## config.mk

```make
export PLATFORM = sky130hd
export DESIGN_NAME = counting_semaphore_waiter_select
export DESIGN_NICKNAME = d
export VERILOG_FILES = /design/src/csws_pkg.sv /design/src/csws_ram.sv /design/src/counting_semaphore_waiter_select.sv
export VERILOG_INCLUDE_DIRS = /design/src /design/src/src
export SDC_FILE = /design/constraint.sdc
export NUM_CORES = 1
export LEC_CHECK = 0
export BUFFER_PORTS_ARGS = -buffer_cell sky130_fd_sc_hd__buf_2
export CORE_MARGIN = 10
export CORE_UTILIZATION = 50
export DETAILED_ROUTE_END_ITERATION = 10
export PLACE_DENSITY_LB_ADDON = 0.12
export SETUP_SLACK_MARGIN = 0.05
export SLEW_MARGIN = 20
export SYNTH_ARGS = -nofsm -noshare
export SYNTH_HDL_FRONTEND = slang
export SYNTH_SLANG_ARGS = --single-unit
```

## constraint.sdc

```tcl
create_clock -name i_clk -period 4.5 [get_ports i_clk]
set_input_delay 0.9 -clock i_clk [delete_from_list [all_inputs] [get_ports i_clk]]
set_output_delay 0.9 -clock i_clk [all_outputs]
set_load 0.05 [all_outputs]
```

## src/counting_semaphore_waiter_select_assert.svh

```systemverilog
// ----------------------------------------------------------------------------
// Counting semaphore assertion macros
// Macros for the concurrent checks of the semaphore; empty when SYNTH is set.
// ----------------------------------------------------------------------------
`ifndef COUNTING_SEMAPHORE_WAITER_SELECT_ASSERT_SVH
`define COUNTING_SEMAPHORE_WAITER_SELECT_ASSERT_SVH

`ifndef SYNTH

// Same-cycle implication under reset.
`define CSWS_ASSERT_NOW(label, clk, rst_n, ante, cons) \
    label: assert property (@(posedge clk) disable iff (!(rst_n)) (ante) |-> (cons)) \
        else $error("semaphore check failed");

// Next-cycle implication under reset.
`define CSWS_ASSERT_NEXT(label, clk, rst_n, ante, cons) \
    label: assert property (@(posedge clk) disable iff (!(rst_n)) (ante) |=> (cons)) \
        else $error("semaphore check failed");

`else

`define CSWS_ASSERT_NOW(label, clk, rst_n, ante, cons)
`define CSWS_ASSERT_NEXT(label, clk, rst_n, ante, cons)

`endif

`endif

```

## src/csws_pkg.sv

```systemverilog
// ----------------------------------------------------------------------------
// Counting semaphore package
// Sizes, codes and the sequencer state type shared by the semaphore files.
// ----------------------------------------------------------------------------
`timescale 1ns / 1ps

package csws_pkg;

    // Waiter table size and derived widths.
    localparam int MAX_WAITERS = 16;
    localparam int IDX_W       = (MAX_WAITERS > 1) ? $clog2(MAX_WAITERS) : 1;
    localparam int CNT_W       = $clog2(MAX_WAITERS + 1);

    // Item field widths.
    localparam int TID_W   = 6;
    localparam int RUN_W   = 32;
    localparam int COUNT_W = 16;
    localparam int INIT_W  = 15;
    localparam int ENTRY_W = TID_W + RUN_W;

    // Configuration port.
    localparam int APB_DW = 32;
    localparam int APB_AW = 3;
    localparam logic REG_INITIAL_COUNT = 1'b0;

    // Operation codes.
    localparam logic OP_WAIT   = 1'b0;
    localparam logic OP_SIGNAL = 1'b1;

    // Count limits.
    localparam logic signed [COUNT_W-1:0] COUNT_MAX = 16'sh7FFF;
    localparam logic signed [COUNT_W-1:0] COUNT_MIN = 16'sh8000;

    // Sequencer states.
    typedef enum logic [1:0] {
        ST_IDLE,
        ST_FINISH,
        ST_SCAN,
        ST_SHIFT
    } t_state;

endpackage

```

## src/csws_ram.sv

```systemverilog
// ----------------------------------------------------------------------------
// Generic simple dual-port RAM
// One write port and one read port with registered read data.
// ----------------------------------------------------------------------------
`timescale 1ns / 1ps

module csws_ram #(
    parameter int WIDTH = 8,
    parameter int DEPTH = 16
) (
    input  logic                                          i_clk,
    input  logic                                          i_we,
    input  logic [((DEPTH > 1) ? $clog2(DEPTH) : 1)-1:0] i_waddr,
    input  logic [WIDTH-1:0]                              i_wdata,
    input  logic [((DEPTH > 1) ? $clog2(DEPTH) : 1)-1:0] i_raddr,
    output logic [WIDTH-1:0]                              o_rdata
);

    logic [WIDTH-1:0] r_mem [DEPTH];
    logic [WIDTH-1:0] r_rdata;

    // Write port and registered read port.
    always_ff @(posedge i_clk) begin
        if (i_we) begin
            r_mem[i_waddr] <= i_wdata;
        end
        r_rdata <= r_mem[i_raddr];
    end

    assign o_rdata = r_rdata;

endmodule

```

## src/counting_semaphore_waiter_select.sv

```systemverilog
// ----------------------------------------------------------------------------
// Counting semaphore with priority wakeup
// A wait decrements the count and queues the thread when it goes negative; a
// signal increments it and wakes the queued thread with the lowest run count.
// ----------------------------------------------------------------------------
// An item is taken when start is high and busy is low, and busy stays high
// until its result has been produced. The result appears on the o_ ports for
// exactly one cycle with o_valid high, and the receiver cannot stall it. A
// wait, or a signal with no waiters held, passes through the finish state
// before its result is given. A signal with waiters held scans the table
// through the single read port of the waiter RAM and then shifts the later
// entries down through the same port. In every case the result appears in
// the same cycle as busy falls. A write of initial_count reloads the count
// and empties the table.
// ----------------------------------------------------------------------------
`timescale 1ns / 1ps

`include "counting_semaphore_waiter_select_assert.svh"

module counting_semaphore_waiter_select
    import csws_pkg::*;
(
    input  logic                      i_clk,
    input  logic                      i_rst_n,
    // Command channel
    input  logic                      start,
    output logic                      busy,
    input  logic                      i_opcode,
    input  logic [TID_W-1:0]          i_thread_id,
    input  logic [RUN_W-1:0]          i_run_count,
    // Result channel
    output logic                      o_valid,
    output logic                      o_blocked,
    output logic                      o_woken_valid,
    output logic [TID_W-1:0]          o_woken_id,
    output logic signed [COUNT_W-1:0] o_count_value,
    output logic                      o_overflow,
    // Configuration port
    input  logic                      psel,
    input  logic                      penable,
    input  logic                      pwrite,
    input  logic [APB_AW-1:0]         paddr,
    input  logic [APB_DW-1:0]         pwdata,
    output logic [APB_DW-1:0]         prdata,
    output logic                      pready
);

    t_state r_state, n_state;

    logic                      r_op, n_op;
    logic [TID_W-1:0]          r_tid, n_tid;
    logic [RUN_W-1:0]          r_rc, n_rc;
    logic signed [COUNT_W-1:0] r_count, n_count;
    logic [INIT_W-1:0]         r_init;
    logic [CNT_W-1:0]          r_total, n_total;
    logic [CNT_W-1:0]          r_idx, n_idx;
    logic                      r_rvalid, n_rvalid;
    logic [IDX_W-1:0]          r_ridx, n_ridx;
    logic [IDX_W-1:0]          r_best, n_best;
    logic [RUN_W-1:0]          r_best_rc, n_best_rc;
    logic [TID_W-1:0]          r_best_id, n_best_id;

    logic                      r_o_valid, n_o_valid;
    logic                      r_o_blocked, n_o_blocked;
    logic                      r_o_woken_valid, n_o_woken_valid;
    logic [TID_W-1:0]          r_o_woken_id, n_o_woken_id;
    logic signed [COUNT_W-1:0] r_o_count, n_o_count;
    logic                      r_o_overflow, n_o_overflow;

    logic                      accept;
    logic                      cfg_wr;
    logic                      scan_issue;
    logic                      shift_issue;
    logic                      scan_last;
    logic                      shift_done;
    logic                      take;

    logic                      ram_we;
    logic [IDX_W-1:0]          ram_waddr;
    logic [ENTRY_W-1:0]        ram_wdata;
    logic [IDX_W-1:0]          ram_raddr;
    logic [ENTRY_W-1:0]        ram_rdata;
    logic [TID_W-1:0]          rd_id;
    logic [RUN_W-1:0]          rd_rc;

    // Waiter table: thread id above run count in each entry.
    csws_ram #(
        .WIDTH (ENTRY_W),
        .DEPTH (MAX_WAITERS)
    ) u_table (
        .i_clk   (i_clk),
        .i_we    (ram_we),
        .i_waddr (ram_waddr),
        .i_wdata (ram_wdata),
        .i_raddr (ram_raddr),
        .o_rdata (ram_rdata)
    );

    assign rd_id = ram_rdata[ENTRY_W-1:RUN_W];
    assign rd_rc = ram_rdata[RUN_W-1:0];

    // Handshake and configuration decode.
    assign busy   = (r_state != ST_IDLE);
    assign accept = start && !busy;
    assign pready = 1'b1;
    assign cfg_wr = psel && penable && pwrite && pready &&
                    (paddr[APB_AW-1] == REG_INITIAL_COUNT);
    assign prdata = (paddr[APB_AW-1] == REG_INITIAL_COUNT) ?
                    {{(APB_DW - INIT_W){1'b0}}, r_init} : '0;

    // Table walk conditions.
    assign scan_issue  = (r_state == ST_SCAN) && (r_idx < r_total);
    assign shift_issue = (r_state == ST_SHIFT) && (r_idx < r_total);
    assign scan_last   = (r_state == ST_SCAN) && r_rvalid &&
                         ({{(CNT_W - IDX_W){1'b0}}, r_ridx} == (r_total - 1'b1));
    assign shift_done  = (r_state == ST_SHIFT) && (r_idx >= r_total);
    assign take        = (r_state == ST_SCAN) && r_rvalid &&
                         ((r_ridx == '0) || (rd_rc < r_best_rc));

    // Next state.
    always_comb begin
        n_state = r_state;
        case (r_state)
            ST_IDLE: begin
                if (accept) begin
                    if ((i_opcode == OP_SIGNAL) && (r_total != '0)) begin
                        n_state = ST_SCAN;
                    end else begin
                        n_state = ST_FINISH;
                    end
                end
            end
            ST_FINISH: begin
                n_state = ST_IDLE;
            end
            ST_SCAN: begin
                if (scan_last) begin
                    n_state = ST_SHIFT;
                end
            end
            ST_SHIFT: begin
                if (shift_done) begin
                    n_state = ST_IDLE;
                end
            end
            default: begin
                n_state = ST_IDLE;
            end
        endcase
    end

    // Datapath, table port control and result formation.
    always_comb begin
        n_op            = r_op;
        n_tid           = r_tid;
        n_rc            = r_rc;
        n_count         = r_count;
        n_total         = r_total;
        n_idx           = r_idx;
        n_rvalid        = scan_issue || shift_issue;
        n_ridx          = r_idx[IDX_W-1:0];
        n_best          = r_best;
        n_best_rc       = r_best_rc;
        n_best_id       = r_best_id;
        n_o_valid       = 1'b0;
        n_o_blocked     = r_o_blocked;
        n_o_woken_valid = r_o_woken_valid;
        n_o_woken_id    = r_o_woken_id;
        n_o_count       = r_o_count;
        n_o_overflow    = r_o_overflow;
        ram_we          = 1'b0;
        ram_waddr       = r_total[IDX_W-1:0];
        ram_wdata       = {r_tid, r_rc};
        ram_raddr       = r_idx[IDX_W-1:0];

        case (r_state)
            ST_IDLE: begin
                // Capture the item and apply the saturating count step.
                if (accept) begin
                    n_op  = i_opcode;
                    n_tid = i_thread_id;
                    n_rc  = i_run_count;
                    n_idx = '0;
                    if (i_opcode == OP_WAIT) begin
                        if (r_count != COUNT_MIN) begin
                            n_count = r_count - 16'sd1;
                        end
                    end else begin
                        if (r_count != COUNT_MAX) begin
                            n_count = r_count + 16'sd1;
                        end
                    end
                end
            end
            ST_FINISH: begin
                // Wait, or signal with an empty table.
                n_o_valid       = 1'b1;
                n_o_blocked     = 1'b0;
                n_o_woken_valid = 1'b0;
                n_o_woken_id    = '0;
                n_o_count       = r_count;
                n_o_overflow    = 1'b0;
                if ((r_op == OP_WAIT) && r_count[COUNT_W-1]) begin
                    if (r_total < CNT_W'(MAX_WAITERS)) begin
                        ram_we      = 1'b1;
                        n_total     = r_total + 1'b1;
                        n_o_blocked = 1'b1;
                    end else begin
                        n_o_overflow = 1'b1;
                    end
                end
            end
            ST_SCAN: begin
                // One entry read per cycle; the earliest minimum is kept.
                if (scan_issue) begin
                    n_idx = r_idx + 1'b1;
                end
                if (take) begin
                    n_best    = r_ridx;
                    n_best_rc = rd_rc;
                    n_best_id = rd_id;
                end
                if (scan_last) begin
                    n_idx = {{(CNT_W - IDX_W){1'b0}}, n_best} + 1'b1;
                end
            end
            ST_SHIFT: begin
                // Read entry i + 1 and write it back at i on the next cycle.
                if (shift_issue) begin
                    n_idx = r_idx + 1'b1;
                end
                if (r_rvalid) begin
                    ram_we    = 1'b1;
                    ram_waddr = r_ridx - 1'b1;
                    ram_wdata = ram_rdata;
                end
                if (shift_done) begin
                    n_total         = r_total - 1'b1;
                    n_o_valid       = 1'b1;
                    n_o_blocked     = 1'b0;
                    n_o_woken_valid = 1'b1;
                    n_o_woken_id    = r_best_id;
                    n_o_count       = r_count;
                    n_o_overflow    = 1'b0;
                end
            end
            default: begin
                n_rvalid = 1'b0;
            end
        endcase
    end

    // Control registers.
    always_ff @(posedge i_clk) begin
        if (!i_rst_n) begin
            r_state   <= ST_IDLE;
            r_init    <= '0;
            r_count   <= '0;
            r_total   <= '0;
            r_rvalid  <= 1'b0;
            r_o_valid <= 1'b0;
        end else begin
            r_state   <= n_state;
            r_rvalid  <= n_rvalid;
            r_o_valid <= n_o_valid;
            if (cfg_wr) begin
                r_init  <= pwdata[INIT_W-1:0];
                r_count <= {1'b0, pwdata[INIT_W-1:0]};
                r_total <= '0;
            end else begin
                r_count <= n_count;
                r_total <= n_total;
            end
        end
    end

    // Payload registers.
    always_ff @(posedge i_clk) begin
        r_op            <= n_op;
        r_tid           <= n_tid;
        r_rc            <= n_rc;
        r_idx           <= n_idx;
        r_ridx          <= n_ridx;
        r_best          <= n_best;
        r_best_rc       <= n_best_rc;
        r_best_id       <= n_best_id;
        r_o_blocked     <= n_o_blocked;
        r_o_woken_valid <= n_o_woken_valid;
        r_o_woken_id    <= n_o_woken_id;
        r_o_count       <= n_o_count;
        r_o_overflow    <= n_o_overflow;
    end

    assign o_valid       = r_o_valid;
    assign o_blocked     = r_o_blocked;
    assign o_woken_valid = r_o_woken_valid;
    assign o_woken_id    = r_o_woken_id;
    assign o_count_value = r_o_count;
    assign o_overflow    = r_o_overflow;

    // Checks on the sequencer and the table occupancy.
    `CSWS_ASSERT_NOW(a_total_bound, i_clk, i_rst_n, 1'b1, r_total <= CNT_W'(MAX_WAITERS))
    `CSWS_ASSERT_NEXT(a_accept_busy, i_clk, i_rst_n, accept, busy)
    `CSWS_ASSERT_NOW(a_write_active, i_clk, i_rst_n, ram_we, r_state != ST_IDLE)
    `CSWS_ASSERT_NEXT(a_wake_pops, i_clk, i_rst_n, shift_done && !cfg_wr, r_total == $past(r_total) - 1'b1)

endmodule

```

==> reports/qor.tcl <==
set qor(max_slew_margin) 0.220
set qor(detailroute.wirelength.met2_mm) 33.7
set qor(synth-async-reset-ratio) 0
set qor(cp.arrival_ns) 4.42
set qor(post-route-period-util) 0.877
set qor(worst_slack_ns) 0.551
set qor(cts-buffers-inserted) 83
set qor(critical_path.slowest_cell) {sky130_fd_sc_hd__a211oi_1}
set qor(timing.critical_path.from_type) {flip-flop}
set qor(fin_total_pwr_mw) 16.9
set qor(postRouteWirelength_mm) 66.9
set qor(route.detailed.vias_per_inst) 5.73
set qor(initial_antenna_violation_count) 0
set qor(timing.hold.worst.class) {reg -> reg}
set qor(largest_net_degree_at_the_start_of_global_routing) 156
set qor(rsz_0062_raised_after_global_routing) {false}
set qor(postLayoutCellArea_sq_um) 36400
set qor(htree_num_levels) 3
set qor(syn_area_per_cell_sq_um) 19.5
set qor(cp_top_family) {simple AND/OR/NAND/NOR gates}
set qor(synthCells) 1621
set qor(timing.final.crit_period_ns) 3.95
set qor(overall_via_count_from_detail_route) 15400
set qor(max_cap_viols) 0
set qor(timing.critical_path.buf_inv) 1
set qor(static-leakage-power_nw) 12.1
set qor(routed_wl_per_cell_um) 24.9
set qor(die_width_um) 272
set qor(met1_length_mm) 28.7
set qor(yosys.cell_types.count) 68
set qor(globalRoute.totalOverflow) 0
set qor(endpoint_kind) {flip-flop}
set qor(setup_total_negative_slack_ns) 0
set qor(via_count_of_the_first_global_routing_pass) 16000
set qor(drt_iter0_drc) 1280
set qor(critical_path.cell_chain) {inv_1 -> ha_1 -> nor3b_1 -> nor3_1 -> nand4_1 -> a211oi_1 -> nor3_4 -> mux2_2 -> ha_1 -> nand2b_1 -> a211o_1 -> nand4_1}
set qor(final_core_utilization) 0.579
set qor(synth_top_cell_by_area) {sky130_fd_sc_hd__edfxtp_1}
set qor(flip_flop_and_latch_count_after_synthesis) 801
set qor(detailedRoute.firstPassIterationCount) 5
set qor(pre_cts_ws_ns) 0.486
set qor(synth_flop_cell) {sky130_fd_sc_hd__edfxtp_1}
set qor(synth_enable_flop_cells) 719
set qor(hpwl_mm) 35.6
set qor(floorplan.core_area_sq_um) 62900
set qor(critPathRequiredTime_ns) 4.97
set qor(vdd_drop_max_mv) 0.335
set qor(detailroute.wirelength.met3_mm) 3.04
set qor(antenna_violating_nets_post_route) 0
set qor(max_freq_mhz) 253
set qor(clkSinkCount) 801
set qor(top_level_port_count) 140
set qor(cp_slowest_stage_delay_ns) 0.71
set qor(cts-root-buf) {sky130_fd_sc_hd__clkbuf_16}
set qor(result_of_the_run) {completed}
set qor(worst-path-max-fanout) 13
set qor(syn-cell-area_sq_um) 31700
set qor(finish.net_count) 1904
set qor(crit_type) {reg -> reg}
set qor(placed_cell_area_sq_um) 33400
set qor(floorplan.initialDensity) 0.504
set qor(clock_latency_ns) 0.62
set qor(power.density_nw_per_um2) 464
set qor(holdBufCountCts) 0
set qor(final_layout_size_suffix_gt1_frac) 0.287
set qor(highest_layer) {met4}
set qor(synth.cells.most_frequent) {719 x sky130_fd_sc_hd__edfxtp_1, 190 x sky130_fd_sc_hd__mux4_2, 82 x sky130_fd_sc_hd__dfxtp_1}
set qor(finalMaxSlewViolations) 0
set qor(yosys.cell_count.top_type) {sky130_fd_sc_hd__edfxtp_1}
set qor(rows) 92
set qor(portion_of_the_post_synthesis_area_used_by_sequential_elements) 0.734
set qor(drc_errors) 0
set qor(worst_margin_pin_slew_ns) 1.17
set qor(final_hold_violation_count) 0
set qor(synth_warnings) 0
set qor(tritoncts) {done}
set qor(die-area_sq_um) 73800
set qor(syn_to_final_growth_pct) 14.9
set qor(gp_congestion) 0.794
set qor(grt_use_total) 0.184
set qor(cts_clk_pin_slew_worst_paths_ns) 0.06
set qor(post-cts-setup-buffers) 0
set qor(setup_viol) 0
set qor(skew_ns) 0.0208
set qor(place.port_buffers) 102
set qor(cts_buffer_depth) 3
set qor(post_cts.resized_instances) 0
set qor(yosys-top-cells-area) {sky130_fd_sc_hd__edfxtp_1 68%, sky130_fd_sc_hd__mux4_2 14%, sky130_fd_sc_hd__dfxtp_1 5.2%, sky130_fd_sc_hd__ha_1 2.2%, sky130_fd_sc_hd__mux2_2 1.7%}
set qor(chipHeight_um) 272
set qor(yosysTopAreaCellShare) 0.682
set qor(antenna_cells) 0
set qor(grt_pass1_wl_mm) 102
-- layer usage --
metal / vias up / track usage
met1: 8034 / 0.252
met4: 0 / 0.0484
met3: 109 / 0.0292
li1: 6838 / -
met5: - / 0
met2: 399 / 0.304
-- power breakdown --
| part | internal (mW) | switching [mW] | leakage [nW] |
|---|---|---|---|
| registers | 8.30 | 0.118 | 7.19 |
| logic | 0.496 | 0.695 | 3.50 |
| clock network | 4.48 | 2.79 | 1.44 |
| total | 13.3 | 3.60 | 12.1 |
-- registers in the layout, indices dropped and copies added, names as in the netlist, 2 cells and up --
name,flops
o_count_value,16
u_table.r_mem,608
r_tid,6
r_best_rc,32
r_init,15
r_ridx,4
r_best,4
r_rc,32
r_total,5
r_state,2
r_best_id,6
o_woken_id,6
r_count,16
u_table.o_rdata,38
r_idx,5
-- logic make-up after synthesis --
logic type	count (synthesis)	synth area share
DFF	801	0.734
muxes	245	0.154
xor gates and xnor gates	23	0.00636
AOI/OAI and AO/OA	153	0.0305
buffers and inverters	140	0.0196
other	2	0.000237
adders and majority gates	57	0.0228
and+or+nand+nor	200	0.0323
-- placed cells by master (no fill, tap or decap), types with 13 or more instances in the layout --
cell type	count
sky130_fd_sc_hd__a21o_1	13
sky130_fd_sc_hd__a21oi_1	61
sky130_fd_sc_hd__buf_12	16
sky130_fd_sc_hd__buf_2	102
sky130_fd_sc_hd__buf_4	15
sky130_fd_sc_hd__bufinv_16	14
sky130_fd_sc_hd__clkbuf_1	16
sky130_fd_sc_hd__clkbuf_16	85
sky130_fd_sc_hd__conb_1	18
sky130_fd_sc_hd__dfxtp_1	82
sky130_fd_sc_hd__edfxtp_1	719
sky130_fd_sc_hd__ha_1	56
sky130_fd_sc_hd__inv_1	49
sky130_fd_sc_hd__mux2_2	47
sky130_fd_sc_hd__mux4_2	190
sky130_fd_sc_hd__nand2_1	66
sky130_fd_sc_hd__nor2_1	16
sky130_fd_sc_hd__nor2_4	16
sky130_fd_sc_hd__nor2b_1	17
sky130_fd_sc_hd__o21ai_0	27
sky130_fd_sc_hd__xnor2_1	18
-- metrics by stage --
step	hold slack, ns	cells
2_1_floorplan	0.371	1637
3_3_place_gp	0.416	2528
3_5_place_dp	0.416	2528
4_1_cts	0.413	2683
5_1_grt	0.416	2683
6_report	0.433	2683
-- cell type report --
cell class	instances	area (sq um)
multi-input combinational	696	8000
timing repair buffer	133	943
inverter	52	195
tap	846	1060
sequential	801	23200
clock buffer	113	2350
clock inverter	42	602
fill	4724	26500
-- path summary, 6_finish.rpt --
check / slack (ns) / to / cells after the start / startpoint
worst max-delay path: 0.55 / r_idx[2] / 12 / r_ridx[0]
worst min register to register: 0.43 / r_best_id[4] / 0 / u_table.o_rdata[36]
worst min-delay path: 0.43 / r_best_id[4] / 0 / u_table.o_rdata[36]
worst max register to register: 0.55 / r_idx[2] / 12 / r_ridx[0]
Power figures use the tool's default switching activity.
